[src/sv/bpc_pkg.sv]
package bpc_pkg;

  localparam int ADDR_W = 6;
  localparam int DATA_W = 64;
  localparam int IDX_W  = 3;

  localparam logic [IDX_W-1:0] REG_SCA = 3'd0;
  localparam logic [IDX_W-1:0] REG_UCA = 3'd1;
  localparam logic [IDX_W-1:0] REG_SCB = 3'd2;
  localparam logic [IDX_W-1:0] REG_TCM = 3'd3;
  localparam logic [IDX_W-1:0] REG_OSS = 3'd4;

  localparam int DIV_W = 33;
  localparam int DVS_W = 18;

  localparam logic [17:0] PRESS_MAX = 18'h3ffff;

  typedef struct packed {
    logic signed [15:0] ac1;
    logic signed [15:0] ac2;
    logic signed [15:0] ac3;
    logic [15:0]        ac4;
    logic [15:0]        ac5;
    logic [15:0]        ac6;
    logic signed [15:0] b1;
    logic signed [15:0] b2;
    logic signed [15:0] mc;
    logic signed [15:0] md;
    logic [1:0]         oss;
  } coef_t;

  // carried through the temperature divider
  typedef struct packed {
    logic signed [18:0] x1;
    logic [18:0]        up;
    logic               neg;
    logic               fault;
  } tside_t;

  // carried through the pressure divider
  typedef struct packed {
    logic signed [15:0] t;
    logic               hi;
    logic               fault;
  } pside_t;

  localparam int SIDE_W  = $bits(tside_t);
  localparam int PSIDE_W = $bits(pside_t);
  localparam int PAD_W   = SIDE_W - PSIDE_W;

  typedef logic [SIDE_W-1:0] side_t;

endpackage

[src/sv/bpc_div.sv]
module bpc_div (
  input  logic                        clk,
  input  logic                        rst,
  input  logic                        en,
  input  logic                        in_valid,
  input  logic [bpc_pkg::DIV_W-1:0]   dividend,
  input  logic [bpc_pkg::DVS_W-1:0]   divisor,
  input  bpc_pkg::side_t              side_in,
  output logic                        out_valid,
  output logic [bpc_pkg::DIV_W-1:0]   quotient,
  output bpc_pkg::side_t              side_out
);
  import bpc_pkg::*;

  // one restoring step per stage, quotient bits shift in at the bottom
  logic [DIV_W-1:0] vld;
  logic [DVS_W-1:0] rem  [DIV_W];
  logic [DIV_W-1:0] dq   [DIV_W];
  logic [DVS_W-1:0] dvs  [DIV_W];
  side_t            sd   [DIV_W];

  logic [DVS_W-1:0] rem_next [DIV_W];
  logic [DIV_W-1:0] dq_next  [DIV_W];
  logic [DVS_W:0]   trial    [DIV_W];
  logic [DVS_W:0]   diff     [DIV_W];
  logic [DVS_W-1:0] src_rem  [DIV_W];
  logic [DIV_W-1:0] src_dq   [DIV_W];
  logic [DVS_W-1:0] src_dvs  [DIV_W];

  always_comb begin
    for (int k = 0; k < DIV_W; k++) begin
      if (k == 0) begin
        src_rem[k] = '0;
        src_dq[k]  = dividend;
        src_dvs[k] = divisor;
      end else begin
        src_rem[k] = rem[k-1];
        src_dq[k]  = dq[k-1];
        src_dvs[k] = dvs[k-1];
      end
      trial[k]    = {src_rem[k], src_dq[k][DIV_W-1]};
      diff[k]     = trial[k] - {1'b0, src_dvs[k]};
      rem_next[k] = diff[k][DVS_W] ? trial[k][DVS_W-1:0] : diff[k][DVS_W-1:0];
      dq_next[k]  = {src_dq[k][DIV_W-2:0], ~diff[k][DVS_W]};
    end
  end

  always_ff @(posedge clk) begin
    if (rst) begin
      vld <= '0;
    end else if (en) begin
      vld <= {vld[DIV_W-2:0], in_valid};
    end
  end

  always_ff @(posedge clk) begin
    if (en) begin
      for (int k = 0; k < DIV_W; k++) begin
        rem[k] <= rem_next[k];
        dq[k]  <= dq_next[k];
        dvs[k] <= src_dvs[k];
        sd[k]  <= (k == 0) ? side_in : sd[k-1];
      end
    end
  end

  assign out_valid = vld[DIV_W-1];
  assign quotient  = dq[DIV_W-1];
  assign side_out  = sd[DIV_W-1];

endmodule

[config.mk]
export PLATFORM = sky130hd
export DESIGN_NAME = bpc_div
export DESIGN_NICKNAME = d
export VERILOG_FILES = /design/src/sv/bpc_pkg.sv /design/src/sv/bpc_div.sv
export SDC_FILE = /design/constraint.sdc
export NUM_CORES = 2
export LEC_CHECK = 0
export BUFFER_PORTS_ARGS = -buffer_cell sky130_fd_sc_hd__buf_2
export CORE_ASPECT_RATIO = 1.4
export CORE_MARGIN = 2
export CORE_UTILIZATION = 60
export CTS_BUF_LIST = sky130_fd_sc_hd__clkbuf_4
export DETAILED_ROUTE_END_ITERATION = 8
export PLACE_DENSITY = 0.84
export SLEW_MARGIN = 40
export SYNTH_ARGS = -nofsm -noshare
export SYNTH_HDL_FRONTEND = slang
export SYNTH_SLANG_ARGS = --single-unit
[constraint.sdc]
create_clock -name clk -period 4.3 [get_ports clk]
set_clock_uncertainty 0.15 [all_clocks]
set_input_delay 1.075 -clock clk [delete_from_list [all_inputs] [get_ports clk]]
set_output_delay 1.075 -clock clk [all_outputs]
set_load 0.005 [all_outputs]
==> qor.csv <==
metric,value,unit
outcome,"complete, no violations",
Post-synth EDFFs,3561,
Buffers & Inverters on Critical Path,1,
R2R Path Start,dvs[0][90],
Power Dens Cells,680,nW/µm²
Pre-antenna DRT Iters,6,
vias post-DR,72501,
R2R depth,12,
Leakage,61.5,nW
Worst setup EP type,register,
Power Internal,75.7,mW
total power,109,mW
gpl congestion,0.927,
synthesized instance count,8516,
critical-path cell list,"ha_1, fa_1, nor2b_1, o21ai_0, a21boi_0, o21ba_2, a21o_1, nand2_1, a21oi_1, xor2_2, buf_4, mux2_2",
Yosys top cell by area,edfxtp_1,
critical path class,reg -> reg,
drt total wl,244000,µm
Die Y,582,µm
Hold Path Class,reg -> reg,
io pins,169,
GR Overflow Total,0,
"Slew Viols, Final",0,
worst skew pair latency,1.37,ns
First DRT Iteration DRCs,4204,
worst reg2reg endpoint,rem[0][117],
Total GRT Usage,0.200,
P_sw,33.3,mW
Sink Count,3594,
synth unique cells,89,
WL/cell,18.3,µm
clk buf depth,4,
Worst Hold Path Cells,0,
Die W,417,µm
Residual DRC,0,
Mapped Area,143000,µm²
main flop type after synthesis,edfxtp_1,
maximum VDD drop,0.366,mV
Place WS,0.253,ns
Max H-tree Level,6,
headroom to the max-slew limit,0.362,
DP HPWL,165000,µm
Filler Cells Inserted,15753,
CTS tree,yes,
initial antenna violation count,8,
crit path DAT,4.92,ns
total negative slack,0,ns
sequential cell area fraction in the yosys report,0.752,
worst slew pin tran,0.950,ns
layout cells sized above 1,0.203,
Worst-path clk slew,0.07,ns
Layout Nets,10340,
global-route wire length before repair,386000,µm
Net Sw Frac,0.306,
critical path's top delay family,compound AO/OA/AOI/OAI gates,
Synth top area share,0.747,
largest net degree at the start of global routing,170,
CTS Buf Count,799,
final hold vios,0,
synth top area cells,"edfxtp_1 (75%), ha_1 (5.0%), mux2_2 (3.1%)",
hold path start,dq[0][71],
RSZ-0062 raised after global routing,false,
fmax,249,MHz
Fin Hold WS,0.203,ns
Detail Route Antenna Nets,0,
clock share of power,0.234,
Core Region,238000,µm²
CP max stage delay,0.51,ns
hold-critical path endpoint,dq[0][105],
Ys Warns,0,
Crit Path Max Fanout,15,
Seq cells post-synth,3594,
min Tclk post-route,4.02,ns
Avg Synthesized Cell Area,16.8,µm²
Initial Util,0.602,
Startpoint Class,register,
PnR worst setup slack,0.279,ns
Max Cap Viol,0,
drt via density,5.44,
CTS Root Cell,clkbuf_4,
"Data required, critical path",5.20,ns
Comb power frac,0.319,
Layout area overhead,11.9,%
row cnt,212,
worst-path cell with the longest stage delay,a21boi_0,
period utilization,0.935,
R2R setup slack,0.28,ns
Die ar.,243000,µm²
vias in the first global route,76941,
IO Port Bufs,168,
register share of total power,0.447,
asr flop ratio synth,0,
setup violators final,0,
state kept, by name, indices dropped and copies added, names as in the netlist:
register and cells:
dq 1089, dvs 576, rem 576, sd 1320, vld 33
stage by stage:
stage	instance area, µm²	utilization	cells
after detailed placement	149000	0.628	11842
after CTS	160000	0.674	13318
final	160000	0.674	13332
after floorplan	143000	-	8523
after global routing	160000	0.674	13327
after global placement	149000	0.628	11842
Yosys cell counts, types with 18 or more instances:
master	n
edfxtp_1	3561
inv_1	731
ha_1	577
a21oi_1	401
mux2_2	390
nor2_1	370
xnor2_1	302
o21ai_0	238
nand2_1	232
a21o_1	208
xor2_1	132
nor2b_1	107
mux2i_1	105
nor3_1	79
a31oi_1	65
nand2b_1	65
o21a_1	61
nand3_1	57
or3_1	54
buf_4	52
clkbuf_1	50
and3_1	45
a21boi_0	33
dfxtp_1	33
fa_1	31
nand4_1	31
o21bai_1	30
a211o_1	29
a311oi_1	29
a211oi_1	28
o211ai_1	25
o21ba_2	22
and2_1	21
nor4_1	19
o31a_1	18
worst max-delay path by stage:
stage / start / endpoint / slack, ns / cells after the start
2_1_floorplan: dvs[0][108] / rem[0][136] / 0.89 / 12
3_3_place_gp: dq[0][230] / rem[0][128] / 0.40 / 12
3_5_place_dp: dvs[0][108] / rem[0][131] / 0.25 / 11
4_1_cts: dvs[0][108] / rem[0][141] / 0.17 / 11
5_1_grt: dvs[0][0] / rem[0][26] / 0.08 / 12
6_report: dvs[0][90] / rem[0][117] / 0.28 / 12
final cells by class:
| class | count | area, µm² | area share |
|---|---|---|---|
| sequential | 3594 | 108000 | 0.671 |
| multi-input combinational | 4070 | 32100 | 0.201 |
| clock buffer | 1129 | 8480 | 0.0529 |
| tap | 3103 | 3880 | 0.0242 |
| timing repair buffer | 440 | 3820 | 0.0238 |
| inverter | 732 | 2750 | 0.0171 |
| clock inverter | 252 | 1560 | 0.00971 |
| antenna | 12 | 30.0 | 0.000187 |
power groups by stage:
stage	clock network (mW)	registers, mW	logic, mW
floorplan	0	48.0	26.4
global placement	0	49.3	32.9
detailed placement	0	49.5	34.1
CTS	26.5	48.8	34.5
global route	28.1	49.1	38.0
finish	25.5	48.7	34.8
cell families (layout without fill, tap and decap cells):
family	after synthesis	in the layout	synth area share
xor gates and xnor gates	455	455	0.0291
buffers and inverters	859	2553	0.0243
AOI/OAI and AO/OA	1330	1330	0.0607
and+or+nand+nor	1153	1153	0.0394
DFF	3594	3594	0.752
muxes	516	516	0.0400
adders and majority gates	608	608	0.0548
other	1	20	0.0000262
cell usage in the layout, fill, tap and decap left out, drive strengths merged, types with 29 or more instances in the layout:
| master | Yosys | layout |
|---|---|---|
| edfxtp | 3561 | 3561 |
| clkbuf | 50 | 1129 |
| inv | 732 | 746 |
| ha | 577 | 577 |
| mux2 | 411 | 411 |
| a21oi | 402 | 402 |
| nor2 | 370 | 370 |
| buf | 77 | 345 |
| xnor2 | 309 | 309 |
| o21ai | 251 | 251 |
| nand2 | 232 | 232 |
| clkinv | 0 | 213 |
| a21o | 208 | 208 |
| xor2 | 146 | 146 |
| nor2b | 107 | 107 |
| mux2i | 105 | 105 |
| dlygate4sd3 | 0 | 95 |
| nor3 | 80 | 80 |
| a31oi | 66 | 66 |
| nand2b | 65 | 65 |
| o21a | 61 | 61 |
| nand3 | 57 | 57 |
| or3 | 54 | 54 |
| and3 | 45 | 45 |
| a21boi | 43 | 43 |
| dfxtp | 33 | 33 |
| nand4 | 31 | 31 |
| fa | 31 | 31 |
| a311oi | 31 | 31 |
| o21bai | 30 | 30 |
| a211o | 29 | 29 |
| a211oi | 29 | 29 |
per-layer routing:
layer	wire [µm]	part of all wire	vias up	track usage
met4	12000	0.049	2	0.110
li1	-	-	34898	-
met5	13	0.000053	-	0
met1	87100	0.36	35087	0.207
met2	134000	0.55	1832	0.378
met3	10100	0.042	682	0.0382
repair_timing:
| action | CTS | global route |
|---|---|---|
| setup endpoints to repair | 0 | 16 |
| hold buffers | 95 | 0 |
| setup buffers | 0 | 1 |
| resized for setup | 0 | 0 |
| endpoints found under the hold margin | 165 | 0 |
(Power assumes the default switching activity.)
