<file path="config.mk">
export PLATFORM = sky130hd
export DESIGN_NAME = bpc_tfront
export DESIGN_NICKNAME = d
export VERILOG_FILES = /design/src/sv/bpc_pkg.sv /design/src/sv/bpc_tfront.sv
export SDC_FILE = /design/constraint.sdc
export NUM_CORES = 1
export LEC_CHECK = 0
export ABC_AREA = 1
export BUFFER_PORTS_ARGS = -buffer_cell sky130_fd_sc_hd__buf_2
export CAP_MARGIN = 20
export CORE_MARGIN = 1.5
export CORE_UTILIZATION = 26
export DETAILED_ROUTE_END_ITERATION = 10
export HOLD_SLACK_MARGIN = 0.15
export SYNTH_ARGS = -nofsm -noshare
export SYNTH_HDL_FRONTEND = slang
export SYNTH_SLANG_ARGS = --single-unit
</file>
<file path="constraint.sdc">
create_clock -name clk -period 12.1 [get_ports clk]
set_clock_uncertainty 0.1 [all_clocks]
set_input_delay 0 -clock clk [delete_from_list [all_inputs] [get_ports clk]]
set_output_delay 0 -clock clk [all_outputs]
set_load 0.005 [all_outputs]
</file>
<file path="src/sv/bpc_pkg.sv">
package bpc_pkg;

  localparam int ADDR_W = 6;
  localparam int DATA_W = 64;
  localparam int IDX_W  = 3;

  localparam logic [IDX_W-1:0] REG_SCA = 3'd0;
  localparam logic [IDX_W-1:0] REG_UCA = 3'd1;
  localparam logic [IDX_W-1:0] REG_SCB = 3'd2;
  localparam logic [IDX_W-1:0] REG_TCM = 3'd3;
  localparam logic [IDX_W-1:0] REG_OSS = 3'd4;

  localparam int DIV_W = 33;
  localparam int DVS_W = 18;

  localparam logic [17:0] PRESS_MAX = 18'h3ffff;

  typedef struct packed {
    logic signed [15:0] ac1;
    logic signed [15:0] ac2;
    logic signed [15:0] ac3;
    logic [15:0]        ac4;
    logic [15:0]        ac5;
    logic [15:0]        ac6;
    logic signed [15:0] b1;
    logic signed [15:0] b2;
    logic signed [15:0] mc;
    logic signed [15:0] md;
    logic [1:0]         oss;
  } coef_t;

  // carried through the temperature divider
  typedef struct packed {
    logic signed [18:0] x1;
    logic [18:0]        up;
    logic               neg;
    logic               fault;
  } tside_t;

  // carried through the pressure divider
  typedef struct packed {
    logic signed [15:0] t;
    logic               hi;
    logic               fault;
  } pside_t;

  localparam int SIDE_W  = $bits(tside_t);
  localparam int PSIDE_W = $bits(pside_t);
  localparam int PAD_W   = SIDE_W - PSIDE_W;

  typedef logic [SIDE_W-1:0] side_t;

endpackage

</file>
<file path="src/sv/bpc_tfront.sv">
module bpc_tfront (
  input  logic                        clk,
  input  logic                        rst,
  input  logic                        en,
  input  logic                        in_valid,
  input  logic [15:0]                 raw_temp,
  input  logic [18:0]                 raw_pressure,
  input  bpc_pkg::coef_t              coef,
  output logic                        div_valid,
  output logic [bpc_pkg::DIV_W-1:0]   div_dividend,
  output logic [bpc_pkg::DVS_W-1:0]   div_divisor,
  output bpc_pkg::side_t              div_side
);
  import bpc_pkg::*;

  logic [2:0]         vld;
  logic signed [16:0] diff1;
  logic [18:0]        up1, up2, up3;
  logic signed [33:0] prod2;
  logic signed [18:0] x1_3, den3;
  logic signed [16:0] mc_x;
  logic [16:0]        mc_mag;
  logic [18:0]        den_abs;
  tside_t             ts;

  always_ff @(posedge clk) begin
    if (rst) begin
      vld <= '0;
    end else if (en) begin
      vld <= {vld[1:0], in_valid};
    end
  end

  always_ff @(posedge clk) begin
    if (en) begin
      diff1 <= $signed({1'b0, raw_temp}) - $signed({1'b0, coef.ac6});
      up1   <= raw_pressure;
      prod2 <= diff1 * $signed({1'b0, coef.ac5});
      up2   <= up1;
      x1_3  <= prod2[33:15];
      den3  <= prod2[33:15] + {{3{coef.md[15]}}, coef.md};
      up3   <= up2;
    end
  end

  assign mc_x    = {coef.mc[15], coef.mc};
  assign mc_mag  = mc_x[16] ? -mc_x : mc_x;
  assign den_abs = den3[18] ? -den3 : den3;

  assign ts.x1    = x1_3;
  assign ts.up    = up3;
  assign ts.neg   = den3[18] ^ coef.mc[15];
  assign ts.fault = (den3 == '0);

  assign div_valid    = vld[2];
  assign div_dividend = {5'd0, mc_mag, 11'd0};
  assign div_divisor  = den_abs[17:0];
  assign div_side     = ts;

endmodule

</file>
==> impl_metrics.ini, run 1 <==
[drt]
vias = 14053
detail_route.wl_per_cell_um = 12.6
first_pass_iters = 5
dr.first_iter.drc_count = 657
drtAntennaViolNets = 0
wl_mm = 43.2
drc = 0
viasPerCell = 4.10

[sta]
hold_viol = 0
maxSlewHeadroom_pct = 36.5
maxSlewViolCount = 0
post-route-period-util_pct = 52.8
max_clock_freq_ghz = 0.157
rsz0062_at_grt = no
setup_violations = 0
period_minus_slack_ps = 6380
tns_ps = 0
worst_slew_pin_slew_ps = 953

[cts]
clk_pin_slew_ps = 60
cts_sinks = 134
clock-root-buffer = clkbuf_16
cts_tree = yes
cts_buffers = 17
cts_resized = 0
clk_path_buf_depth = 2
htreeDepth = 4
clk_latency_ps = 440

[global_route]
grt_max_degree = 75
track_usage_pct = 12.5
grtUsageMet3_pct = 2.41
grt-busiest-layer = met2
grtUsageMet1_pct = 16.2
grt_util_met2_pct = 21.4
overflow = 0
grt_pass1_vias = 14701
grt_pass1_wl_mm = 72.2
antenna_found_initial = 2

[final_layout]
num-nets-final = 3076
syn_to_final_growth_pct = 18.6
fillerInstances = 7451
layout-drive-gt1-share_pct = 9.53
num_antenna_cells = 0

[synthesis]
avgSynthCellArea_um2 = 8.18
synth_most_common_cell = inv_1
ys_types = 39
ys_async_sr_fraction_pct = 0
syn_area_um2 = 18300
netlist_instances = 2241
ys_seq_area_share_pct = 21.8
synth_top_area_share_pct = 30.5
synth_edf_count = 131
yosysWarnings = 0
yosys.area.top_type = fa_1
synth-seq-cells = 134
synth_top_cells_by_area = fa_1, edfxtp_1, inv_1
ys.flop_type = edfxtp_1
synth_commonest_cells = inv_1, nand2_1, fa_1, edfxtp_1, ha_1

[outcome]
status = finished, final reports clean

[die]
rows = 97
die_w_um = 269
die-height_um = 269
start_util_pct = 26.2
dieArea_um2 = 72100
core-area_um2 = 69900
design.portCount = 293

[setup_path]
startpoint_type = register
critical_path_class = register to register
critical_path.max_fanout = 16
crit_required_ps = 12200
cp-end-kind = register
crit_arrival_ps = 6480

[flow_run]
drv_cap = 0

[placement]
place.port_buffers = 177
dp_hpwl_mm = 35.4
gp_congestion = 0.908

[worst_hold_path]
min_path_type = input port to register
registers in the layout, indices dropped and copies added (netlist names):
name / count
vld: 3
den3: 19
up2: 19
diff1: 17
up3: 19
prod2: 19
x1_3: 19
up1: 19
worst max-delay path, stage by stage, from the launching register on:
cell      delay [ps]
edfxtp_1         750
nand2_1          260
fa_1             690
fa_1             660
inv_1            190
fa_1             570
inv_1            100
fa_1             520
fa_1             520
fa_1             540
inv_1             40
ha_1             360
inv_1            100
nor3_1           230
and2_1           170
and2_1           140
a21oi_1           70
nand2_1           60
nand2_1           40
layer usage:
layer | routed length (µm) | part of all wire (%) | vias to the layer above
li1 | - | - | 7002
met1 | 20300 | 47 | 6694
met2 | 20200 | 47 | 313
met3 | 2080 | 4.8 | 42
met4 | 568 | 1.3 | 2
met5 | 13 | 0.030 | -
metrics by stage:
step	setup WS, ps	hold WS (ps)	utilization [%]	instance area, µm²	std cells
after floorplan	6180	-44.6	-	18400	2257
after global placement	5700	76.0	28.7	20100	3289
after detailed placement	5690	78.3	28.7	20100	3289
after CTS	5670	153	31.1	21700	3428
after global routing	5290	162	31.1	21700	3428
final	5720	181	31.1	21700	3428
timing repair:
item	in CTS	in global routing
hold buffers	107	0
hold endpoints to repair	116	0
setup buffers	0	0
cell type report:
class | count | area [µm²] | area share [%]
multi-input cells | 1403 | 11600 | 53.5
flip-flops and latches | 134 | 3990 | 18.4
inverters | 634 | 2380 | 10.9
repair buffers | 285 | 1970 | 9.07
well taps | 940 | 1180 | 5.41
clock buffers | 18 | 429 | 1.97
clock inverters | 14 | 169 | 0.777
final timing paths:
check	start	to	cells after the start	slack, ps
max reg2reg	diff1[16]$_DFFE_PP_	prod2[33]$_DFFE_PP_	18	5720
max	diff1[16]$_DFFE_PP_	prod2[33]$_DFFE_PP_	18	5720
min reg2reg	up1[17]$_DFFE_PP_	up2[17]$_DFFE_PP_	0	320
min	raw_pressure[17]	up1[17]$_DFFE_PP_	2	180
placed cells by master (no fill, tap or decap), types with 30 or more instances in the layout:
master | netlist | routed
edfxtp_1 | 131 | 131
a21oi_1 | 64 | 64
inv_1 | 629 | 629
ha_1 | 121 | 121
fa_1 | 279 | 279
dlygate4sd3_1 | 0 | 107
buf_2 | 1 | 176
o21ai_0 | 30 | 30
nor2_1 | 82 | 82
nand2_1 | 597 | 597
xor2_1 | 46 | 46
nand3_1 | 65 | 65
kinds of logic (layout without fill, tap and decap cells):
| family | after synthesis | after routing | share of synthesized area (%) |
|---|---|---|---|
| AOI/OAI and AO/OA | 117 | 117 | 3.45 |
| xor gates and xnor gates | 58 | 58 | 2.77 |
| adders and majority gates | 400 | 400 | 38.7 |
| buffers and inverters | 720 | 951 | 15.1 |
| DFF | 134 | 134 | 21.8 |
| other | 1 | 17 | 0.0205 |
| and+or+nand+nor | 811 | 811 | 18.1 |
Power of run 1 is left out: the tool's default activity adds up to more than one toggle a clock period on the data nets, which glitch-free logic cannot reach.
==> run 2: changes to the inputs <==
==> constraint.sdc (replaced) <==
create_clock -name clk -period 5.55 [get_ports clk]
set_clock_uncertainty 0.1 [all_clocks]
set_input_delay 0 -clock clk [delete_from_list [all_inputs] [get_ports clk]]
set_output_delay 0 -clock clk [all_outputs]
set_load 0.005 [all_outputs]
==> run 2 against run 1 <==
  * Core utilization grew 2.7 points
  * Worst setup slack worse by 5600 ps
  * Hold slack improved by 7.5 ps
  * Non-clock buffer count is 134 higher
  * Flip-flop and latch count stayed put
  * Largest cell class unchanged
  * Clock-buffer cell count shrank 1
==> impl_metrics.ini, run 2 (same netlist as run 1, synthesis figures left out) <==
[worst_hold_path]
worstHoldEndpoint = up1[2]$_DFFE_PP_
whs_path_depth = 2
hp-start = raw_pressure[2]
min_path_type = input port to register

[setup_path]
cp_slowest_cell = fa_2
reg2reg_from = diff1[16]$_DFFE_PP_
critPathTopFamily = adder cells
reg2reg_depth = 21
crit_path_start = diff1[16]$_DFFE_PP_
critPathBufInv = 6
critical_path.max_fanout = 7
crit_required_ps = 5660
crit_path_cell_trace = buf_6 > nand2_2 > fa_2 > buf_4 > inv_1 > fa_1 > fa_1 > fa_2 > fa_1 > inv_1 > fa_1 > inv_1 > ha_4 > nand2_2 > buf_4 > nor2_1 > nand2_1 > nor3_1 > nand2_1 > nand3_1 > nand2_1
worst_path_most_repeated_cell = fa_1
critical_path_class = register to register
crit_arrival_ps = 5580
critPathMaxStageDelay_ps = 610
startpoint_type = register
r2r_setup_slack_ps = 80
r2r_end = prod2[31]$_DFFE_PP_
cp-end-kind = register

[global_route]
grt_pass1_wl_mm = 73.0
grt_pass1_vias = 14736
overflow = 0
antenna_found_initial = 1
track_usage_pct = 12.7
grt_max_degree = 69

[sta]
maxSlewViolCount = 0
maxSlewHeadroom_pct = 39.6
max_clock_freq_ghz = 0.183
holdWs_ps = 188
rsz0062_at_grt = yes
post-route-period-util_pct = 98.6
hold_viol = 0
period_minus_slack_ps = 5470
worst_slew_pin_slew_ps = 905
setup_violations = 0

[die]
rows = 97
start_util_pct = 26.2
core-area_um2 = 69900
die-height_um = 269
dieArea_um2 = 72100
design.portCount = 293
die_w_um = 269

[final_layout]
final_cell_mix = inv_1, nand2_1, fa_1
final_common_cell = inv_1
syn_to_final_growth_pct = 28.8
num_antenna_cells = 0
stdcell_area_um2 = 23600
num-nets-final = 3210
layout-drive-gt1-share_pct = 19.0

[cts]
cts_tree = yes
clk_path_buf_depth = 2
cts_buffers = 17
htreeDepth = 4
clk_pin_slew_ps = 70
cts_sinks = 134
clk_latency_ps = 450
clock-root-buffer = clkbuf_16

[placement]
gp_congestion = 0.889
dpl-instance-area_um2 = 21100
dp_hpwl_mm = 37.5
place.port_buffers = 177

[drt]
drc = 0
first_pass_iters = 6
wl_mm = 45.1
dr.first_iter.drc_count = 623
detail_route.wl_per_cell_um = 12.7
drtAntennaViolNets = 0
viasPerCell = 4.10
vias = 14613

[outcome]
status = finished, final reports clean

[flow_run]
drv_cap = 0
run 2: cell count changes in the layout (fill, tap and decap cells not counted), sizes merged:
cell	before	now
buf	178	310
inv	638	642
clkinv	5	2
clkinvlp	3	2
dlygate4sd3	107	108
run 2: layout make-up:
cell class,count,area [µm²]
Fill cell,7282,46300
Multi-Input combinational cell,1403,12300
Timing Repair Buffer,419,3170
Clock buffer,17,425
Inverter,634,2380
Tap cell,940,1180
Clock inverter,14,164
Sequential cell,134,3990
run 2: worst max path at each step:
stage                                     end  slack (ps)  depth (start not counted)
after detailed placement  prod2[32]$_DFFE_PP_        -140                         21
after global placement    prod2[19]$_DFFE_PP_         -90                         23
after global routing      prod2[32]$_DFFE_PP_        -160                         21
after CTS                 prod2[32]$_DFFE_PP_         -40                         20
after floorplan           prod2[32]$_DFFE_PP_           7                         20
final                     prod2[31]$_DFFE_PP_          80                         21
run 2: timing repair:
action,in CTS,in global routing
pin swaps,4,70
setup buffers,0,16
endpoints found under the hold margin,122,0
hold buffers,108,0
setup endpoints to repair,13,19
resized for setup,19,149
gates cloned,0,1
run 2: stage by stage:
step	std cells	TNS, ps	setup WS [ps]	util [%]
3_3_place_gp	3405	-176	-91.1	30.1
3_5_place_dp	3405	-543	-141	30.1
5_1_grt	3561	-978	-160	33.8
6_report	3561	0	78.6	33.8
4_1_cts	3544	-79.9	-41.9	32.7
2_1_floorplan	2257	0	7.46	-
run 2: per-layer routing:
metal	up-vias	GRT usage [%]	routed length, µm	part of all wire (%)
met1	6969	16.4	20800	46
met4	2	2.63	512	1.1
met3	40	2.49	2200	4.9
li1	7281	-	-	-
met5	-	0	10	0.022
met2	321	21.8	21500	48
Power of run 2 is left out for the same reason.
==> run 3: changes to the inputs <==
--- a/config.mk
+++ b/config.mk
@@ -8,7 +8,6 @@
 export ABC_AREA = 1
 export BUFFER_PORTS_ARGS = -buffer_cell sky130_fd_sc_hd__buf_2
 export CAP_MARGIN = 20
-export CORE_MARGIN = 1.5
 export CORE_UTILIZATION = 26
 export DETAILED_ROUTE_END_ITERATION = 10
 export HOLD_SLACK_MARGIN = 0.15
==> run 3 against run 2 <==
  * The run now ends with negative setup slack left
  * Maximum frequency down 1.6%
  * Largest cell class unchanged
  * Via count is essentially flat
  * Worst setup slack got worse by 87 ps
  * Register-to-register slack got worse by 90 ps
==> impl_metrics.ini, run 3 (same netlist as run 1, synthesis figures left out) <==
[setup_path]
crit_arrival_ps = 5660
worst_path_most_repeated_cell = fa_1
crit_path_cell_trace = buf_6 > buf_6 > nand2_2 > fa_2 > buf_4 > fa_1 > inv_1 > fa_1 > fa_2 > fa_1 > inv_1 > fa_1 > inv_1 > ha_4 > nand2_2 > nor2_4 > inv_2 > nor3_4 > nand2_1 > nand4_1 > nand2_2
critPathMaxStageDelay_ps = 590
crit_required_ps = 5650
cp_slowest_cell = fa_1
r2r_setup_slack_ps = -8
startpoint_type = register
reg2reg_depth = 21
cp-end-kind = register
crit_end = prod2[26]$_DFFE_PP_
reg2reg_from = diff1[16]$_DFFE_PP_
r2r_end = prod2[26]$_DFFE_PP_
crit_path_start = diff1[16]$_DFFE_PP_
critical_path_class = register to register
critical_path.max_fanout = 8

[sta]
hold_viol = 0
setup_slack_ps = -7.99
max_clock_freq_ghz = 0.180
setup_violations = 1
worst_slew_pin_slew_ps = 761
rsz0062_at_grt = yes
maxSlewHeadroom_pct = 49.3
maxSlewViolCount = 0
post-route-period-util_pct = 100
period_minus_slack_ps = 5560

[cts]
clk_pin_slew_ps = 70
clk_latency_ps = 450
cts_buffers = 17
clock-root-buffer = clkbuf_16
cts_sinks = 134
htreeDepth = 4
cts_tree = yes
clk_path_buf_depth = 2

[flow_run]
drv_cap = 0

[global_route]
antenna_found_initial = 0
track_usage_pct = 12.9
grt_pass1_vias = 14911
grt_pass1_wl_mm = 73.8
grt_max_degree = 76
overflow = 0

[drt]
first_pass_iters = 5
detail_route.wl_per_cell_um = 12.6
dr.first_iter.drc_count = 702
drtAntennaViolNets = 0
viasPerCell = 4.13
drc = 0
wl_mm = 44.7
vias = 14620

[final_layout]
syn_to_final_growth_pct = 27.6
multi_input_area_um2 = 12300
final_cell_mix = inv_1, nand2_1, fa_1
num-nets-final = 3195
fillerInstances = 7192
layout-drive-gt1-share_pct = 18.5
final_common_cell = inv_1
regArea_um2 = 3990

[die]
dieArea_um2 = 71600
start_util_pct = 26.5
die_w_um = 268
design.portCount = 293
rows = 96
die-height_um = 268
core-area_um2 = 69200

[outcome]
status = finished, violations left
violations = negative setup slack

[placement]
gp_congestion = 0.857
dpl_worst_slack_ps = -165
dp_hpwl_mm = 37.0
place.port_buffers = 177

[worst_hold_path]
min_path_type = input port to register
hp-start = raw_pressure[0]
[run 3: repair_timing]
action	CTS	global route
hold endpoints to repair	133	0
hold buffers	105	0
endpoints found under the setup margin	15	19
setup buffers	1	9
gates resized for setup	31	132
pin swaps	6	53
[run 3: through the flow]
| stage | std cells | instance area, µm² | TNS (ps) | utilization [%] | hold WS, ps |
|---|---|---|---|---|---|
| finish | 3539 | 23400 | -7.99 | 33.8 | 190 |
| global route | 3538 | 23400 | -1830 | 33.8 | 184 |
| CTS | 3529 | 22800 | -3.84 | 33.0 | 150 |
| detailed placement | 3391 | 21000 | -1150 | 30.3 | 78.3 |
| global placement | 3391 | 21000 | -404 | 30.3 | 76.5 |
| floorplan | 2257 | 18400 | 0 | - | -44.6 |
[run 3: area by class of cell]
cell class,instances,share of cell area [%]
well taps,931,4.98
diodes,1,0.0107
flip-flops and latches,134,17.1
repair buffers,404,12.8
clock buffers,18,1.84
clock inverters,14,0.599
multi-input cells,1403,52.6
inverters,634,10.2
[run 3: routing by layer]
metal / track usage (%) / share of wire [%] / vias up / routed length (µm)
li1: - / - / 7251 / -
met1: 17.1 / 47 / 7006 / 21000
met2: 22.0 / 47 / 319 / 21100
met3: 2.09 / 4.6 / 44 / 2050
met4: 2.66 / 1.2 / 0 / 536
met5: 0 / 0 / - / 0
[run 3: how the worst min path moves through the flow]
stage	end	cells past startpoint
after floorplan	div_dividend[20]	1
after global placement	up1[15]$_DFFE_PP_	1
after detailed placement	up1[4]$_DFFE_PP_	1
after CTS	up1[0]$_DFFE_PP_	2
after global routing	up1[0]$_DFFE_PP_	2
final	up1[0]$_DFFE_PP_	2
[run 3: critical path: cells and delay by family, from the launching register on]
family                     cells  cell delay, ps
adders and majority gates      7            3240
buffers and inverters          7             710
DFF                            1             460
and+or+nand+nor                7             810
Power of run 3 is left out for the same reason.
