**src/sv/bpc_pkg.sv**
```systemverilog
package bpc_pkg;

  localparam int ADDR_W = 6;
  localparam int DATA_W = 64;
  localparam int IDX_W  = 3;

  localparam logic [IDX_W-1:0] REG_SCA = 3'd0;
  localparam logic [IDX_W-1:0] REG_UCA = 3'd1;
  localparam logic [IDX_W-1:0] REG_SCB = 3'd2;
  localparam logic [IDX_W-1:0] REG_TCM = 3'd3;
  localparam logic [IDX_W-1:0] REG_OSS = 3'd4;

  localparam int DIV_W = 33;
  localparam int DVS_W = 18;

  localparam logic [17:0] PRESS_MAX = 18'h3ffff;

  typedef struct packed {
    logic signed [15:0] ac1;
    logic signed [15:0] ac2;
    logic signed [15:0] ac3;
    logic [15:0]        ac4;
    logic [15:0]        ac5;
    logic [15:0]        ac6;
    logic signed [15:0] b1;
    logic signed [15:0] b2;
    logic signed [15:0] mc;
    logic signed [15:0] md;
    logic [1:0]         oss;
  } coef_t;

  // carried through the temperature divider
  typedef struct packed {
    logic signed [18:0] x1;
    logic [18:0]        up;
    logic               neg;
    logic               fault;
  } tside_t;

  // carried through the pressure divider
  typedef struct packed {
    logic signed [15:0] t;
    logic               hi;
    logic               fault;
  } pside_t;

  localparam int SIDE_W  = $bits(tside_t);
  localparam int PSIDE_W = $bits(pside_t);
  localparam int PAD_W   = SIDE_W - PSIDE_W;

  typedef logic [SIDE_W-1:0] side_t;

endpackage

```
**src/sv/bpc_pback.sv**
```systemverilog
module bpc_pback (
  input  logic                        clk,
  input  logic                        rst,
  input  logic                        en,
  input  logic                        in_valid,
  input  logic [bpc_pkg::DIV_W-1:0]   div_q,
  input  bpc_pkg::side_t              in_side,
  output logic                        out_valid,
  output logic signed [15:0]          temperature,
  output logic [17:0]                 pressure,
  output logic                        div_fault
);
  import bpc_pkg::*;

  pside_t             ps;
  logic [2:0]         vld;
  logic [31:0]        p32;
  logic [17:0]        p15, p16, p17;
  logic               big15, big16, big17;
  logic               f15, f16, f17;
  logic signed [15:0] t15, t16, t17;
  logic [19:0]        sqr16;
  logic [31:0]        nx16, prodx;
  logic [15:0]        x1_17;
  logic signed [15:0] x2_17;
  logic signed [19:0] sum, pf;

  assign ps = pside_t'(in_side[PSIDE_W-1:0]);

  always_comb begin
    p32   = ps.hi ? {div_q[30:0], 1'b0} : div_q[31:0];
    prodx = 32'(sqr16 * 12'd3038);
    sum   = $signed({4'd0, x1_17}) + {{4{x2_17[15]}}, x2_17} + 20'sd3791;
    pf    = $signed({2'd0, p17}) + {{4{sum[19]}}, sum[19:4]};
  end

  always_ff @(posedge clk) begin
    if (rst) begin
      vld       <= '0;
      out_valid <= 1'b0;
    end else if (en) begin
      vld       <= {vld[1:0], in_valid};
      out_valid <= vld[2];
    end
  end

  always_ff @(posedge clk) begin
    if (en) begin
      p15   <= p32[17:0];
      big15 <= |p32[31:18];
      f15   <= ps.fault;
      t15   <= ps.t;

      sqr16 <= p15[17:8] * p15[17:8];
      nx16  <= 32'd0 - 32'(p15 * 13'd7357);
      p16 <= p15; big16 <= big15; f16 <= f15; t16 <= t15;

      x1_17 <= prodx[31:16];
      x2_17 <= nx16[31:16];
      p17 <= p16; big17 <= big16; f17 <= f16; t17 <= t16;

      div_fault <= f17;
      if (f17) begin
        temperature <= '0;
        pressure    <= '0;
      end else begin
        temperature <= t17;
        if (big17 || pf > $signed({2'd0, PRESS_MAX})) begin
          pressure <= PRESS_MAX;
        end else if (pf[19]) begin
          pressure <= '0;
        end else begin
          pressure <= pf[17:0];
        end
      end
    end
  end

endmodule

```
**config.mk**
```make
export PLATFORM = sky130hd
export DESIGN_NAME = bpc_pback
export DESIGN_NICKNAME = d
export VERILOG_FILES = /design/src/sv/bpc_pkg.sv /design/src/sv/bpc_pback.sv
export SDC_FILE = /design/constraint.sdc
export NUM_CORES = 1
export LEC_CHECK = 0
export BUFFER_PORTS_ARGS = -buffer_cell sky130_fd_sc_hd__buf_2
export CAP_MARGIN = 0
export CORE_ASPECT_RATIO = 1.1
export CORE_MARGIN = 10
export CORE_UTILIZATION = 60
export DETAILED_ROUTE_END_ITERATION = 6
export GPL_TIMING_DRIVEN = 0
export PLACE_DENSITY = 0.78
export SYNTH_ARGS = -nofsm -noshare
export SYNTH_HDL_FRONTEND = slang
export SYNTH_SLANG_ARGS = --single-unit
```
**constraint.sdc**
```tcl
create_clock -name clk -period 7.7 [get_ports clk]
set_input_delay 0.77 -clock clk [delete_from_list [all_inputs] [get_ports clk]]
set_output_delay 0.77 -clock clk [all_outputs]
set_load 0.05 [all_outputs]
```
==> results.sh, run 1 <==
export IMPL_coreArea_sq_um=34300
export IMPL_worstHoldPathType="in2reg"
export IMPL_drive_gt1_frac=0.0842
export IMPL_first_pass_iters=5
export IMPL_min_period_ns=6.93
export IMPL_synth_area_leaders="edfxtp_1 30%, fa_1 26%, ha_1 20%"
export IMPL_post_synth_top_count_cell="inv_1"
export IMPL_die_height_microns=215
export IMPL_ys_ff_latch=213
export IMPL_cts_tree="yes"
export IMPL_async_flop_share=0
export IMPL_gp_congestion=0.911
export IMPL_status="finished clean"
export IMPL_finalHoldViolations=0
export IMPL_yosysUniqueCellTypes=67
export IMPL_wirelength_microns=39500
export IMPL_seq_area_sq_um=6360
export IMPL_synth_common_cells="411 x inv_1, 341 x ha_1, 267 x fa_1"
export IMPL_post_cts_buffers=0
export IMPL_crit_slowest_cell="edfxtp_1"
export IMPL_critPathKind="reg2reg"
export IMPL_cts_sinks=213
export IMPL_h_tree_depth=1
export IMPL_start_util=0.608
export IMPL_rows=71
export IMPL_nFillCells=2476
export IMPL_syn_inst=1743
export IMPL_die_w_microns=198
export IMPL_tightest_slew_ns=1.27
export IMPL_max_freq_mhz=144
export IMPL_drv_slew=0
export IMPL_via_count=12400
export IMPL_final_nets=2544
export IMPL_route_detailed_drc=0
export IMPL_dieArea_sq_um=42600
export IMPL_grt_pass1_wl_microns=67600
export IMPL_synth_area_sq_um=20800
export IMPL_antennaDiodeCount=0
export IMPL_slew_headroom=0.128
export IMPL_grt_antenna_before_repair=1
export IMPL_yosysTopAreaCellShare=0.301
export IMPL_hpwl_microns=32400
export IMPL_root_buffer="clkbuf_16"
export IMPL_yosysSeqAreaShare=0.305
export IMPL_yosys_area_top_type="edfxtp_1"
export IMPL_setup_viol=0
export IMPL_rsz0062_at_grt="false"
export IMPL_yosys_warnings=0
export IMPL_grt_usage=0.195
export IMPL_clk_path_buf_depth=3
export IMPL_cpMostUsedCell="fa_1"
export IMPL_whs_ns=0.405
export IMPL_setup_tns_final_ns=0
export IMPL_critPathMaxStageDelay_ns=0.85
export IMPL_end_kind="flip-flop"
export IMPL_cp_required_ns=7.98
export IMPL_cp_buffers_inverters=4
export IMPL_ctsResizeCount=0
export IMPL_cts_buffers=23
export IMPL_drtAntennaViolNets=0
export IMPL_clkTransAtPathRegs_ns=0.06
export IMPL_crit_chain="clkinv_1 -> ha_1 -> inv_1 -> fa_1 -> fa_1 -> inv_1 -> fa_1 -> inv_1 -> fa_1 -> ha_1 -> ha_1 -> o21a_1 -> o21a_1 -> o2111ai_1 -> a211oi_1 -> o211ai_1 -> a21oi_1 -> a211o_1 -> a21oi_1 -> xnor2_1"
export IMPL_drv_cap=0
export IMPL_ios=113
export IMPL_synth_edf_count=209
export IMPL_wl_per_cell_microns=17.1
export IMPL_clk_latency_ns=0.54
export IMPL_multi_input_area_sq_um=12900
export IMPL_fin_crit_sh=0.900
export IMPL_synth_flop_cell="edfxtp_1"
export IMPL_grt_ovfl_total=0
export IMPL_grt_max_degree=115
export IMPL_area_delta_synth_final_pct=8.87
export IMPL_path_max_fanout=11
export IMPL_syn_avg_cell_area_sq_um=12.0
export IMPL_worstPathArrival_ns=7.22
export IMPL_first_iter_violations=557
export IMPL_cp_start_kind="flip-flop"
export IMPL_vias_per_cell=5.38
export IMPL_port_buffer_count=88
export IMPL_finClkSkew_ns=0.00740
export IMPL_hold_buffers=0
export IMPL_grt_pass1_vias=13900
export IMPL_cpLargestDelayFamily="adder cells"
path summary, 6_finish.rpt:
check	slack [ns]	depth (start not counted)	from	to
worst max-delay path	0.77	20	p15[9]	nx16[31]
worst min-delay path	0.40	1	in_side[2]	t15[0]
worst max register to register	0.77	20	p15[9]	nx16[31]
worst min register to register	0.41	0	p16[4]	p17[4]
state kept, by name, summed over array words and instances, names as in the netlist:
signal	cells
big15	1
big16	1
big17	1
div_fault	1
f15	1
f16	1
f17	1
nx16	16
out_valid	1
p15	18
p16	18
p17	18
pressure	18
sqr16	18
t15	16
t16	16
t17	16
temperature	16
vld	3
x1_17	16
x2_17	16
layout make-up:
type	count	share of cell area
Sequential cell	213	0.280
Inverter	413	0.0683
Buffer	7	0.00199
Clock inverter	14	0.00976
Tap cell	438	0.0242
Timing Repair Buffer	89	0.0211
Clock buffer	28	0.0262
Multi-Input combinational cell	1112	0.568
kinds of logic (layout without fill, tap and decap cells):
| group | count (synthesis) | in the layout | synth area share |
|---|---|---|---|
| xor+xnor | 75 | 75 | 0.0315 |
| flops | 213 | 213 | 0.305 |
| buf+inv | 420 | 551 | 0.0766 |
| fa+ha+maj | 608 | 608 | 0.461 |
| other cells | 1 | 3 | 0.000180 |
| compound gates | 191 | 191 | 0.0625 |
| mux | 25 | 25 | 0.0131 |
| simple gates | 210 | 210 | 0.0499 |
per-layer routing:
layer,global-route usage,wire length (microns),up-vias
met5,0,0,-
met4,0.0539,1070,0
met3,0.0226,1440,63
met2,0.354,20700,214
met1,0.238,16300,6229
li1,-,-,5943
cell usage in the layout, fill, tap and decap left out, types with 6 or more instances in the layout:
cell type,n
a211oi_1,11
a21o_1,20
a21oi_1,55
and2_1,6
and3_1,10
buf_2,87
clkbuf_1,8
clkbuf_16,23
edfxtp_1,209
fa_1,267
ha_1,341
inv_1,411
mux2_2,18
mux2i_1,7
nand2_1,41
nand2b_1,12
nand3_1,11
nor2_1,69
nor2b_1,22
nor3_1,18
o21a_1,35
o21ai_0,23
o21ai_1,6
xnor2_1,50
xor2_1,25
metrics by stage:
stage / instances / util / cell area, sq um / setup WS [ns]
2_1_floorplan: 1745 / - / 20800 / 1.99
3_3_place_gp: 2271 / 0.637 / 21800 / 0.868
3_5_place_dp: 2272 / 0.638 / 21900 / 0.821
4_1_cts: 2314 / 0.662 / 22700 / 0.767
5_1_grt: 2314 / 0.662 / 22700 / 0.283
6_report: 2314 / 0.662 / 22700 / 0.769
Power of run 1 is not shown: default switching activity piles up to over one toggle a cycle in this logic, so the estimate is an artifact.
==> run 2, diff against run 1 <==
--- a/config.mk
+++ b/config.mk
@@ -12,7 +12,8 @@
 export CORE_UTILIZATION = 60
 export DETAILED_ROUTE_END_ITERATION = 6
 export GPL_TIMING_DRIVEN = 0
-export PLACE_DENSITY = 0.78
+export PLACE_DENSITY_LB_ADDON = 0.3
+export RECOVER_POWER = 100
 export SYNTH_ARGS = -nofsm -noshare
 export SYNTH_HDL_FRONTEND = slang
 export SYNTH_SLANG_ARGS = --single-unit
==> constraint.sdc (replaced) <==
create_clock -name clk -period 7.4 [get_ports clk]
set_input_delay 0.74 -clock clk [delete_from_list [all_inputs] [get_ports clk]]
set_output_delay 0.74 -clock clk [all_outputs]
set_load 0.05 [all_outputs]
==> results.sh, run 2 (same netlist as run 1, synthesis figures left out) <==
export IMPL_ctsResizeCount=0
export IMPL_hold_buffers=0
export IMPL_critPathKind="reg2reg"
export IMPL_die_w_microns=198
export IMPL_grt_pass1_vias=13400
export IMPL_wirelength_microns=38600
export IMPL_cts_buffers=23
export IMPL_cts_sinks=213
export IMPL_drtAntennaViolNets=0
export IMPL_holdPathEnd="t15[11]"
export IMPL_ios=113
export IMPL_fin_crit_sh=0.903
export IMPL_grt_usage=0.189
export IMPL_clk_path_buf_depth=3
export IMPL_dieArea_sq_um=42600
export IMPL_dp_cells=2272
export IMPL_cpLargestDelayFamily="adder cells"
export IMPL_min_period_ns=6.68
export IMPL_finalHoldViolations=0
export IMPL_hpwl_microns=31900
export IMPL_final_nets=2547
export IMPL_cp_buffers_inverters=4
export IMPL_mostFrequentLayoutCells="412 x inv_1, 341 x ha_1, 267 x fa_1, 209 x edfxtp_1, 69 x nor2_1"
export IMPL_root_buffer="clkbuf_16"
export IMPL_slew_headroom=-1.66
export IMPL_cp_start_kind="flip-flop"
export IMPL_via_count=12300
export IMPL_first_pass_iters=4
export IMPL_first_iter_violations=555
export IMPL_rrSetupSlack_ns=0.72
export IMPL_gp_congestion=0.880
export IMPL_crit_start="p15[11]"
export IMPL_post_cts_buffers=0
export IMPL_max_freq_mhz=150
export IMPL_cts_tree="yes"
export IMPL_critPathMaxStageDelay_ns=0.90
export IMPL_clk_latency_ns=0.52
export IMPL_coreArea_sq_um=34300
export IMPL_antennaDiodeCount=0
export IMPL_port_buffer_count=88
export IMPL_r2r_cells=20
export IMPL_rsz0062_at_grt="false"
export IMPL_crit_chain="inv_1 -> ha_1 -> inv_1 -> fa_1 -> fa_1 -> inv_1 -> fa_1 -> inv_1 -> fa_1 -> ha_1 -> ha_1 -> a21oi_1 -> o21ai_0 -> a221oi_1 -> nand2_1 -> o211ai_1 -> a21oi_1 -> a211o_1 -> a21oi_1 -> xnor2_1"
export IMPL_area_delta_synth_final_pct=8.51
export IMPL_status="finished with violations"
export IMPL_start_util=0.608
export IMPL_rows=71
export IMPL_die_height_microns=215
export IMPL_hold_start="in_side[13]"
export IMPL_grt_pass1_wl_microns=65400
export IMPL_crit_slowest_cell="edfxtp_1"
export IMPL_drive_gt1_frac=0.0634
export IMPL_timing_rr_start="p15[11]"
export IMPL_layout_commonest_cell="inv_1"
export IMPL_reg2reg_to="nx16[31]"
export IMPL_drv_slew=213
export IMPL_cp_required_ns=7.67
export IMPL_final_cells=2316
export IMPL_clkTransAtPathRegs_ns=0.06
export IMPL_grt_ovfl_total=0
export IMPL_wl_per_cell_microns=16.7
export IMPL_finClkSkew_ns=0.0119
export IMPL_end_kind="flip-flop"
export IMPL_drv_cap=2
export IMPL_h_tree_depth=1
export IMPL_worstPathArrival_ns=6.95
export IMPL_grt_antenna_before_repair=0
export IMPL_hold_path_depth=1
export IMPL_vias_per_cell=5.30
export IMPL_tightest_slew_ns=3.98
export IMPL_setup_viol=0
export IMPL_path_max_fanout=12
export IMPL_route_detailed_drc=0
export IMPL_grt_max_degree=135
export IMPL_setup_tns_final_ns=0
export IMPL_failed_checks="max-capacitance violations, max-slew violations"
export IMPL_cp_depth=20
export IMPL_worstHoldPathType="in2reg"
[run 2: cell types whose count changed in the layout (fill, tap and decap cells not counted), sizes merged]
cell | before | now
inv | 415 | 416
clkinv | 7 | 6
clkbuf | 31 | 69
buf | 93 | 55
bufinv | 5 | 6
clkinvlp | 0 | 1
[run 2: worst reg2reg max path: cells and delay by family (launching register included)]
| family | cells | cell delay (ns) |
|---|---|---|
| fa+ha+maj | 7 | 3.00 |
| flops | 1 | 0.90 |
| compound gates | 7 | 1.72 |
| xor+xnor | 1 | 0.08 |
| simple gates | 1 | 0.14 |
| buf+inv | 4 | 0.60 |
[run 2: layer usage]
layer,GRT usage,wire (microns),vias to the layer above
li1,-,-,5943
met1,0.238,16200,6077
met2,0.337,20000,195
met3,0.0210,1330,61
met4,0.0513,1040,0
met5,0,0,-
[run 2: worst max-delay path by stage]
stage | end | slack [ns]
6_report | nx16[31] | 0.72
5_1_grt | nx16[31] | 0.36
4_1_cts | nx16[29] | 0.35
3_5_place_dp | nx16[29] | 0.37
3_3_place_gp | nx16[31] | 0.45
2_1_floorplan | nx16[31] | 1.69
[run 2: final cells by class]
| cell class | instances | area [sq um] |
|---|---|---|
| fillers | 2537 | 11700 |
| well taps | 438 | 548 |
| clock inverters | 16 | 246 |
| multi-input cells | 1112 | 12900 |
| plain buffers | 7 | 41.3 |
| clock buffers | 25 | 583 |
| repair buffers | 92 | 418 |
| inverters | 413 | 1550 |
| flip-flops and latches | 213 | 6360 |
[run 2: metrics by stage]
| step | setup WS (ns) | utilization | hold slack, ns | area, sq um |
|---|---|---|---|---|
| 3_5_place_dp | 0.372 | 0.638 | 0.405 | 21900 |
| 5_1_grt | 0.363 | 0.659 | 0.376 | 22600 |
| 2_1_floorplan | 1.69 | - | 0.400 | 20800 |
| 3_3_place_gp | 0.447 | 0.637 | 0.400 | 21800 |
| 4_1_cts | 0.348 | 0.662 | 0.379 | 22700 |
| 6_report | 0.720 | 0.659 | 0.398 | 22600 |
Power of run 2 is left out for the same reason.
==> run 3, diff against run 2 <==
--- a/config.mk
+++ b/config.mk
@@ -5,14 +5,14 @@
 export SDC_FILE = /design/constraint.sdc
 export NUM_CORES = 1
 export LEC_CHECK = 0
-export BUFFER_PORTS_ARGS = -buffer_cell sky130_fd_sc_hd__buf_2
 export CAP_MARGIN = 0
 export CORE_ASPECT_RATIO = 1.1
 export CORE_MARGIN = 10
 export CORE_UTILIZATION = 60
 export DETAILED_ROUTE_END_ITERATION = 6
+export DONT_BUFFER_PORTS = 1
 export GPL_TIMING_DRIVEN = 0
-export PLACE_DENSITY_LB_ADDON = 0.3
+export PLACE_DENSITY = 0.81
 export RECOVER_POWER = 100
 export SYNTH_ARGS = -nofsm -noshare
 export SYNTH_HDL_FRONTEND = slang
==> results.sh, run 3 (same netlist as run 1, synthesis figures left out) <==
export IMPL_grt_pass1_wl_microns=67200
export IMPL_setup_tns_final_ns=0
export IMPL_r2r_cells=20
export IMPL_wirelength_microns=40100
export IMPL_rsz0062_at_grt="false"
export IMPL_min_period_ns=6.98
export IMPL_finalHoldViolations=0
export IMPL_gp_congestion=0.901
export IMPL_first_iter_violations=571
export IMPL_seq_area_sq_um=6360
export IMPL_fin_crit_sh=0.944
export IMPL_grt_max_degree=211
export IMPL_dieArea_sq_um=42600
export IMPL_clkTransAtPathRegs_ns=0.06
export IMPL_final_nets=2456
export IMPL_worstHoldPathType="in2reg"
export IMPL_coreArea_sq_um=34300
export IMPL_setup_viol=0
export IMPL_max_freq_mhz=143
export IMPL_first_pass_iters=5
export IMPL_worstPathArrival_ns=7.27
export IMPL_cp_required_ns=7.68
export IMPL_rows=71
export IMPL_drive_gt1_frac=0.0375
export IMPL_finClkSkew_ns=0.0112
export IMPL_critPathKind="reg2reg"
export IMPL_cts_sinks=213
export IMPL_die_w_microns=198
export IMPL_cts_tree="yes"
export IMPL_hpwl_microns=32400
export IMPL_cp_start_kind="flip-flop"
export IMPL_hold_path_depth=1
export IMPL_grt_antenna_before_repair=3
export IMPL_clk_path_buf_depth=3
export IMPL_area_delta_synth_final_pct=6.19
export IMPL_post_cts_buffers=0
export IMPL_hold_buffers=0
export IMPL_root_buffer="clkbuf_16"
export IMPL_tightest_slew_ns=1.25
export IMPL_mostFrequentLayoutCells="412 x inv_1, 341 x ha_1, 267 x fa_1, 209 x edfxtp_1, 69 x nor2_1"
export IMPL_grt_pass1_vias=13400
export IMPL_drv_cap=0
export IMPL_via_count=12100
export IMPL_end_kind="flip-flop"
export IMPL_antennaDiodeCount=0
export IMPL_drtAntennaViolNets=0
export IMPL_grt_ovfl_total=0
export IMPL_cts_buffers=24
export IMPL_start_util=0.608
export IMPL_vias_per_cell=5.45
export IMPL_drv_slew=0
export IMPL_ios=113
export IMPL_multi_input_area_sq_um=12900
export IMPL_clk_latency_ns=0.54
export IMPL_path_max_fanout=11
export IMPL_port_buffer_count=0
export IMPL_nFillCells=2461
export IMPL_wl_per_cell_microns=18.0
export IMPL_grt_usage=0.196
export IMPL_slew_headroom=0.145
export IMPL_status="finished clean"
export IMPL_route_detailed_drc=0
export IMPL_h_tree_depth=1
export IMPL_layout_commonest_cell="inv_1"
export IMPL_ctsResizeCount=0
export IMPL_die_height_microns=215
==> run 3: worst max-delay path, stage by stage (launching register included) <==
cell       delay [ns]
edfxtp_1         0.87
clkinv_1         0.63
ha_1             0.50
inv_1            0.06
fa_1             0.49
fa_1             0.52
inv_1            0.05
fa_1             0.52
inv_1            0.05
fa_1             0.43
ha_1             0.30
ha_1             0.30
o21a_1           0.12
o21a_1           0.12
o2111ai_1        0.19
a211oi_1         0.52
o211ai_1         0.23
a21oi_1          0.33
a21o_1           0.22
a21oi_1          0.12
xnor2_1          0.15
==> run 3: per-layer routing <==
metal / global-route usage / up-vias / wire length [microns]
met3: 0.0265 / 63 / 1610
met2: 0.354 / 224 / 21000
met5: 0 / - / 11
met1: 0.241 / 6079 / 16700
li1: - / 5759 / -
met4: 0.0503 / 2 / 866
==> run 3: metrics by stage <==
stage	std cells	worst slack, ns	util	cell area (sq um)	hold slack [ns]
2_1_floorplan	1745	1.69	-	20800	0.400
3_3_place_gp	2183	0.650	0.624	21400	0.401
3_5_place_dp	2183	0.536	0.624	21400	0.405
4_1_cts	2227	0.512	0.646	22200	0.250
5_1_grt	2227	0.0701	0.645	22100	0.255
6_report	2227	0.415	0.645	22100	0.272
==> run 3: layout make-up <==
type / instances / share of cell area
plain buffers: 7 / 0.00170
clock buffers: 29 / 0.0280
clock inverters: 15 / 0.00639
inverters: 413 / 0.0701
multi-input cells: 1112 / 0.582
flip-flops and latches: 213 / 0.287
well taps: 438 / 0.0248
==> run 3: worst paths after layout <==
kind / startpoint / end / slack, ns
setup / recovery: p15[9] / nx16[29] / 0.42
hold / removal: rst / out_valid / 0.27
setup reg to reg: p15[9] / nx16[29] / 0.42
hold reg to reg: t15[12] / t16[12] / 0.42
Power of run 3 is left out for the same reason.
